==> config.mk <==
export PLATFORM = sky130hd
export DESIGN_NAME = tas_lane
export DESIGN_NICKNAME = d
export VERILOG_FILES = /design/src/rtl/tas_pkg.sv /design/src/rtl/tas_lane.sv
export VERILOG_INCLUDE_DIRS = /design/src /design/src/rtl
export SDC_FILE = /design/constraint.sdc
export NUM_CORES = 2
export LEC_CHECK = 0
export ABC_AREA = 1
export BUFFER_PORTS_ARGS = -buffer_cell sky130_fd_sc_hd__clkbuf_2
export CORE_MARGIN = 4
export CORE_UTILIZATION = 58
export DETAILED_ROUTE_END_ITERATION = 6
export GPL_ROUTABILITY_DRIVEN = 1
export PLACE_DENSITY = 0.74
export SYNTH_ARGS = -nofsm -noshare
export SYNTH_HDL_FRONTEND = slang
export SYNTH_SLANG_ARGS = --single-unit
==> constraint.sdc <==
create_clock -name clk -period 15.2 [get_ports clk]
set_input_delay 0.76 -clock clk [delete_from_list [all_inputs] [get_ports clk]]
set_output_delay 0.76 -clock clk [all_outputs]
set_load 0.005 [all_outputs]
==> src/rtl/assert_macros.svh <==
// Assertion macros shared by the tilt smoother RTL
`ifndef ASSERT_MACROS_SVH
`define ASSERT_MACROS_SVH
// property must hold at every clock outside reset
`define ASSERT_CLK(label, prop, msg) \
  label: assert property (@(posedge clk) disable iff (!rst_n) (prop)) else $error(msg);
// condition must never be seen outside reset
`define ASSERT_NEVER(label, cond, msg) \
  label: assert property (@(posedge clk) disable iff (!rst_n) !(cond)) else $error(msg);
`endif

==> src/rtl/tas_pkg.sv <==
// Package: types, constants and arctangent table for the tilt smoother
`timescale 1ns / 1ps
package tas_pkg;
  localparam int CordicIterDefault = 16;
  localparam int SqrtSteps         = 24;
  localparam int WeightReset       = 205;
  localparam int AtanEntries       = 24;

  typedef enum logic [2:0] {
    LS_IDLE, LS_SQ1, LS_SQ2, LS_SQRT, LS_CORD, LS_FILT1, LS_FILT2, LS_DONE
  } lane_state_t;

  typedef struct packed {
    logic start;
    logic ack;
  } lane_ctrl_t;

  typedef struct packed {
    logic idle;
    logic done;
  } lane_stat_t;

  // atan(2^-i) in degrees, 16 fraction bits, rounded to nearest
  function automatic logic [21:0] atan_q16(input logic [4:0] idx);
    logic [21:0] r;
    begin
      case (idx)
        5'd0:  r = 22'd2949120;
        5'd1:  r = 22'd1740967;
        5'd2:  r = 22'd919879;
        5'd3:  r = 22'd466945;
        5'd4:  r = 22'd234379;
        5'd5:  r = 22'd117304;
        5'd6:  r = 22'd58666;
        5'd7:  r = 22'd29335;
        5'd8:  r = 22'd14668;
        5'd9:  r = 22'd7334;
        5'd10: r = 22'd3667;
        5'd11: r = 22'd1833;
        5'd12: r = 22'd917;
        5'd13: r = 22'd458;
        5'd14: r = 22'd229;
        5'd15: r = 22'd115;
        5'd16: r = 22'd57;
        5'd17: r = 22'd29;
        5'd18: r = 22'd14;
        5'd19: r = 22'd7;
        5'd20: r = 22'd4;
        5'd21: r = 22'd2;
        5'd22: r = 22'd1;
        default: r = 22'd0;
      endcase
      return r;
    end
  endfunction
endpackage

==> src/rtl/tas_lane.sv <==
// One angle lane: squares, digit-recurrence square root, CORDIC vectoring, smoothing filter
`timescale 1ns / 1ps
`include "assert_macros.svh"
module tas_lane #(
  parameter int CORDIC_ITERATIONS = tas_pkg::CordicIterDefault
) (
  input  logic                clk,
  input  logic                rst_n,
  input  tas_pkg::lane_ctrl_t ctrl,
  input  logic signed [15:0]  num,
  input  logic signed [15:0]  u,
  input  logic signed [15:0]  v,
  input  logic [7:0]          weight,
  output tas_pkg::lane_stat_t stat,
  output logic signed [19:0]  filt
);
  import tas_pkg::*;

  localparam int IterW = (CORDIC_ITERATIONS > 1) ? $clog2(CORDIC_ITERATIONS) : 1;

  lane_state_t state_r, state_nxt;
  logic signed [15:0] num_r, u_r, v_r;
  logic [31:0] sq_r;
  logic [47:0] rad_r;
  logic [25:0] rem_r;
  logic [23:0] root_r;
  logic [4:0]  sq_cnt_r;
  logic [IterW-1:0] it_r;
  logic signed [27:0] x_r, y_r;
  logic signed [25:0] z_r;
  logic signed [29:0] mul_r;
  logic signed [19:0] filt_r;

  // square-root digit step
  logic [25:0] rem_sh, trial, rem_new;
  logic [23:0] root_new;
  logic        sqrt_last, cord_last;
  always_comb begin
    rem_sh = {rem_r[23:0], rad_r[47:46]};
    trial  = {root_r, 2'b01};
    if (rem_sh >= trial) begin
      rem_new  = rem_sh - trial;
      root_new = {root_r[22:0], 1'b1};
    end else begin
      rem_new  = rem_sh;
      root_new = {root_r[22:0], 1'b0};
    end
    sqrt_last = (sq_cnt_r == 5'(SqrtSteps - 1));
    cord_last = (it_r == IterW'(CORDIC_ITERATIONS - 1));
  end

  // CORDIC micro-rotation
  logic signed [27:0] xs, ys;
  logic signed [25:0] at;
  always_comb begin
    xs = x_r >>> it_r;
    ys = y_r >>> it_r;
    at = $signed({4'b0, atan_q16(5'(it_r))});
  end

  // filter terms
  logic signed [26:0] z_rnd;
  logic signed [19:0] angle;
  logic signed [9:0]  w_new;
  logic signed [30:0] fsum;
  always_comb begin
    z_rnd = 27'(z_r) + 27'sd8;
    angle = (num_r == 16'sd0) ? 20'sd0 : z_rnd[23:4];
    w_new = $signed(10'd256 - {2'b0, weight});
    fsum  = 31'(mul_r) + 31'(w_new * angle) + 31'sd128;
  end

  always_comb begin
    state_nxt = state_r;
    unique case (state_r)
      LS_IDLE:  if (ctrl.start) state_nxt = LS_SQ1;
      LS_SQ1:   state_nxt = LS_SQ2;
      LS_SQ2:   state_nxt = LS_SQRT;
      LS_SQRT:  if (sqrt_last) state_nxt = LS_CORD;
      LS_CORD:  if (cord_last) state_nxt = LS_FILT1;
      LS_FILT1: state_nxt = LS_FILT2;
      LS_FILT2: state_nxt = LS_DONE;
      LS_DONE:  if (ctrl.ack) state_nxt = LS_IDLE;
      default:  state_nxt = LS_IDLE;
    endcase
  end

  always_comb begin
    stat.idle = (state_r == LS_IDLE);
    stat.done = (state_r == LS_DONE);
  end

  always_ff @(posedge clk) begin
    if (!rst_n) begin
      state_r <= LS_IDLE;
      filt_r  <= '0;
    end else begin
      state_r <= state_nxt;
      case (state_r)
        LS_IDLE: if (ctrl.start) begin
          num_r <= num;
          u_r   <= u;
          v_r   <= v;
        end
        LS_SQ1: sq_r <= 32'(u_r * u_r);
        LS_SQ2: begin
          rad_r    <= {sq_r + 32'(v_r * v_r), 16'b0};
          rem_r    <= '0;
          root_r   <= '0;
          sq_cnt_r <= '0;
        end
        LS_SQRT: begin
          rad_r    <= {rad_r[45:0], 2'b00};
          rem_r    <= rem_new;
          root_r   <= root_new;
          sq_cnt_r <= sq_cnt_r + 5'd1;
          x_r      <= {4'b0, root_new};
          y_r      <= 28'(num_r) <<< 8;
          z_r      <= '0;
          it_r     <= '0;
        end
        LS_CORD: begin
          it_r <= it_r + IterW'(1);
          if (!y_r[27]) begin
            x_r <= x_r + ys;
            y_r <= y_r - xs;
            z_r <= z_r + at;
          end else begin
            x_r <= x_r - ys;
            y_r <= y_r + xs;
            z_r <= z_r - at;
          end
        end
        LS_FILT1: mul_r <= 30'($signed({1'b0, weight}) * filt_r);
        LS_FILT2: filt_r <= fsum[27:8];
        default: ;
      endcase
    end
  end

  assign filt = filt_r;

  `ASSERT_CLK(a_start_idle, ctrl.start |-> state_r == LS_IDLE, "lane started while busy")
  `ASSERT_CLK(a_filt_stable, (state_r != LS_FILT2) |=> $stable(filt_r), "filter moved outside update")
endmodule

# After elaboration in Yosys (flattened, before gate mapping)
# Memories as Yosys holds them, arrays and structs flattened. A register that Yosys moved wholly into a read port is not among the register bits.
# Cells that the tools add are included.
# totals
output_inout_bits,22
romBits,352
n_memories,1
word_cells,80
register_bits,318
inputBits,60
# memory_table
name,depth,word_bits,read_ports,rd_clocked_by_memory_dff,wr,line,source
(no name shown),16,22,1,1,0,tas_pkg.sv:27,case (idx)
# classes
n_reduce_logical,10
mux,20
n_lt_le_gt_ge,1
n_mul,4
n_eq_ne,13
n_shift,2
add_sub_neg,14
# ops
cell,n
28-bit one-hot mux with 2 select lines,2
24-bit one-hot mux with 2 select lines,2
48-bit one-hot mux with 2 select lines,1
28-bit adder,3
16-bit by 16-bit multiplier with 32-bit output,2
28-bit two-way mux,2
28-bit by 4-bit >>> shifter with 28-bit output,2
28-bit subtractor,2
26-bit one-hot mux with 2 select lines,1
32-bit adder,1
"28-bit by 9-bit adder with 28-bit output, second input constant",1
10-bit by 20-bit multiplier with 28-bit output,1
9-bit by 20-bit multiplier with 28-bit output,1
26-bit by 23-bit adder with 26-bit output,1
26-bit >= comparator,1
26-bit two-way mux,1
26-bit by 23-bit subtractor with 26-bit output,1
"24-bit by 5-bit adder with 24-bit output, second input constant",1
24-bit two-way mux,1
3-bit one-hot mux with 8 select lines,1
24-bit subtractor,1
20-bit two-way mux,1
16-bit logical NOT,1
"3-bit == test, second input constant",4
other kinds (18),29

# Longest topological paths before layout
# logic_depth
ltp_word,5
ltp_mapped,33
ltp_nobuf,32

# Worst setup path after synthesis
# Ideal clock, no wire load.
# synth_timing
path_type,input -> register
startpoint,input port weight[0]
endpoint,"register filt_r[18], in the netlist filt[18]"
setup_ps,115
t_required_ps,15085
slack_ps,8683
arrival_ps,6402
cell_stages,32
path_buffers,3
cell_sequence,inv_1 > clkbuf_1 > clkbuf_1 > ha_1 > nand2_1 > nor2_1 > nand3_1 > nor2_1 > inv_1 > nand2_1 > clkbuf_1 > nor2_1 > fa_1 > inv_1 > fa_1 > inv_1 > fa_1 > fa_1 > inv_1 > fa_1 > inv_1 > ha_1 > a21oi_1 > o21ai_0 > a21oi_1 > nand2_1 > nand3_1 > nand2_1 > a21oi_1 > xor2_1 > o21ai_0 > inv_1
# synth_via
elab_chain_len,4
# synth_lines
element,line,source
from (decl),tas_lane.sv:13,"input logic [7:0] weight,"
9-bit by 8-bit subtractor with 10-bit output,tas_lane.sv:69,"w_new = $signed(10'd256 - {2'b0, weight});"
10-bit by 20-bit multiplier with 28-bit output,tas_lane.sv:70,fsum = 31'(mul_r) + 31'(w_new * angle) + 31'sd128;
28-bit adder,tas_lane.sv:70,
28-bit by 9-bit adder with 28-bit output,tas_lane.sv:70,
to (signal assigned),tas_lane.sv:135,LS_FILT2: filt_r <= fsum[27:8];
to (decl),tas_lane.sv:32,logic signed [19:0] filt_r;
# Every way passes these cells.
# A chain may end at the register's enable or synchronous reset.

# Final worst setup path
# layout_timing
startpoint,register v_r[15]
endpoint,"register rad_r[47], data pin"
# layout_via
elab_chain_len,3
# layout_lines
element,line,source
from (decl),tas_lane.sv:22,"logic signed [15:0] num_r, u_r, v_r;"
from (signal assigned),tas_lane.sv:103,v_r <= v;
16-bit by 16-bit multiplier with 32-bit output,tas_lane.sv:107,"rad_r <= {sq_r + 32'(v_r * v_r), 16'b0};"
32-bit adder,tas_lane.sv:107,
48-bit one-hot mux with 2 select lines,tas_lane.sv:99,case (state_r)
to (signal assigned),tas_lane.sv:107,
to (signal assigned),tas_lane.sv:113,"rad_r <= {rad_r[45:0], 2'b00};"
to (decl),tas_lane.sv:24,logic [47:0] rad_r;
# Every way passes these cells. The select of a mux whose other input is x is not followed.

==> flow_summary.toml <==
[layout]
drive_above_1_share_pct = 4.24
utilization_pct = 61.7
syn2layout_area_growth_pct = 5.00
seqCellArea_mm2 = 0.00919
diodes = 0
nFillCells = 8132
fin_nets = 8045
multiInputGateArea_mm2 = 0.0378
postLayoutCellArea_mm2 = 0.0568

[clock_network]
cts_resized = 0
clock_sinks = 321
cts_tree = "built"
clkLatencyLatePin_ps = 620
h-tree-depth = 2
clkTransAtPathRegs_ps = 60
numCtsBuffers = 42
ctsHoldBuffers = 0
cts_setup_buffers = 0
clock_tree.root_cell = "clkbuf_16"
clk_path_buf_depth = 3

[timing]
slew_viol_final = 0
grt_setup_unrepaired = "no"
clock_skew_ps = 32.6
hold_viol = 0
layout_min_cycle_time_ps = 7460
max_freq_mhz = 134
fin_setup_tns_ps = 0
relSlewSlack_pct = 30.2
hold_slack_ps = 320
worst_pin_slew_ps = 1050
setup_violations = 0
finalCritPeriodShare_pct = 49.1

[worst_setup_path]
rr_startpoint = "v_r[15]"
critical_path.endpoint_type = "flop"
reg2reg_depth = 21
crit_fanout = 22
critical_path_class = "flop to flop"
crit_path_start_kind = "flop"
r2r_slack_ps = 7740
worstPathRequired_ps = 15530
crit_path_max_incr_delay_ps = 760
cp_slowest_cell = "fa_1"
startpoint = "v_r[15]"
crit_top_cell = "fa_1"
endpoint = "rad_r[47]"
cp.arrival_ps = 7790
reg2reg_to = "rad_r[47]"
crit_chain = "nand2_1, inv_1, fa_1, inv_1, fa_1, inv_1, fa_1, fa_1, fa_1, inv_1, fa_1, inv_1, ha_1, nand2_1, nor4_1, o21ai_0, nand3_1, a21oi_1, or2_2, nand3_1, nand2_1"

[global_routing]
grt_pass1_wl_um = 221000
grt_max_degree = 81
antenna_found_initial = 2
grt_overflow = 0
track_usage_pct = 27.6
grt_pass1_vias = 44300

[logic_synthesis]
yosysTopAreaCellShare_pct = 29.6
ys_warn_count = 0
synth_edf_count = 276
yosys.area.top_type = "fa_1"
ys_seq_elements = 321
synth_cell_types = 60
synth_area_leaders = "fa_1, edfxtp_1, inv_1"
synth_commonest_cells = "inv_1, nand2_1, fa_1"
synth_seq_area_share_pct = 17.0
async_flop_share_pct = 0
syn-num-nets = 8103
syn-cell-area_mm2 = 0.0541
synth_top_flop_cell = "edfxtp_1"
synth_area_per_cell_um2 = 7.96
synth.most_common_cell = "inv_1"
syn_inst = 6790

[drt]
dr.first_iter.drc_count = 3210
firstDrtPassIters = 7
drc_errors = 6
post_drt_wl_per_cell_um = 16.5
drt-vias-per-instance = 5.38
wl_um = 132000
antenna_left = 0
via_count = 43100

[floorplan]
rows = 111
die_w_um = 313
dieArea_mm2 = 0.0982
coreArea_mm2 = 0.0921
initial_core_util_pct = 58.7
pin_count = 82
die_h_um = 313

[placed_design]
gp_congestion = 0.946
place_hpwl_um = 107000
place_area_mm2 = 0.0553
portBuffers = 81

[outcome]
violations = "design-rule violations"
outcome = "finished with violations"

[run]
cap_viol_max_count = 0

[hold_path]
hp-class = "input port to flop"
-- sequential cells by signal, indices dropped and copies added (netlist names), 20 cells and up --
signal,flops
z_r,24
x_r,28
rem_r,24
sq_r,31
filt,20
root_r,24
y_r,28
rad_r,32
at,22
mul_r,28
-- how the worst min path moves through the flow --
| stage | start | to | slack [ps] | depth (start not counted) |
|---|---|---|---|---|
| final | num[1] | num_r[1] | 320 | 1 |
| after global routing | num[2] | num_r[2] | 290 | 1 |
| after CTS | num[1] | num_r[1] | 280 | 1 |
| after detailed placement | rad_r[34] | rad_r[36] | 520 | 2 |
| after global placement | rad_r[33] | rad_r[35] | 510 | 2 |
| after floorplan | u_r[0] | sq_r[0] | 420 | 0 |
-- area by class of cell --
type                            instances  area share (%)
Multi-Input combinational cell       4618            66.6
Tap cell                             1243            2.74
Clock buffer                           54            2.10
Inverter                             1641            10.9
Timing Repair Buffer                  108            1.07
Sequential cell                       321            16.2
Clock inverter                         22           0.423
-- cells by family after synthesis --
logic type / Yosys count / share of synthesized area (%)
other: 1 / 0.00694
and+or+nand+nor: 2408 / 18.5
DFF: 321 / 17.0
AOI/OAI and AO/OA: 730 / 7.58
adders and majority gates: 1253 / 40.1
buffers and inverters: 1851 / 13.1
xor gates and xnor gates: 226 / 3.66
-- layer usage --
| metal | global-route usage, % | routed length [um] | vias to the layer above |
|---|---|---|---|
| met4 | 7.73 | 3980 | 0 |
| met3 | 3.36 | 7610 | 230 |
| met1 | 38.0 | 57500 | 20900 |
| met5 | 0 | 0 | - |
| li1 | - | - | 20700 |
| met2 | 46.5 | 62800 | 1269 |
-- through the flow --
stage	worst slack, ps	cells
after floorplan	8680	6790
after detailed placement	7450	7931
after global placement	7490	7931
final	7740	8007
after global routing	7350	8007
after CTS	7880	8007
-- worst max-delay path: cells and delay by family, from the launching register on --
kind                       cells  cell delay [ps]
adders and majority gates      7             3680
and+or+nand+nor                7             1740
DFF                            1              730
buffers and inverters          5              630
AOI/OAI and AO/OA              2              390
-- placed cells by master (no fill, tap or decap), types with 27 or more instances in the layout --
cell       count
or2_2         32
fa_1         799
o21ai_0      258
dfxtp_1       45
clkbuf_2      81
inv_1       1618
xor2_1       133
edfxtp_1     276
nand3_1      389
nor3_1        38
nor2_1       438
buf_4         27
a31oi_1       31
ha_1         454
a21oi_1      286
clkbuf_16     45
nand2_1     1384
xnor2_1       93
nand4_1       44
a21o_1        27
Power is not shown: default switching activity piles up to over one toggle a cycle in this logic, so the estimate is an artifact.
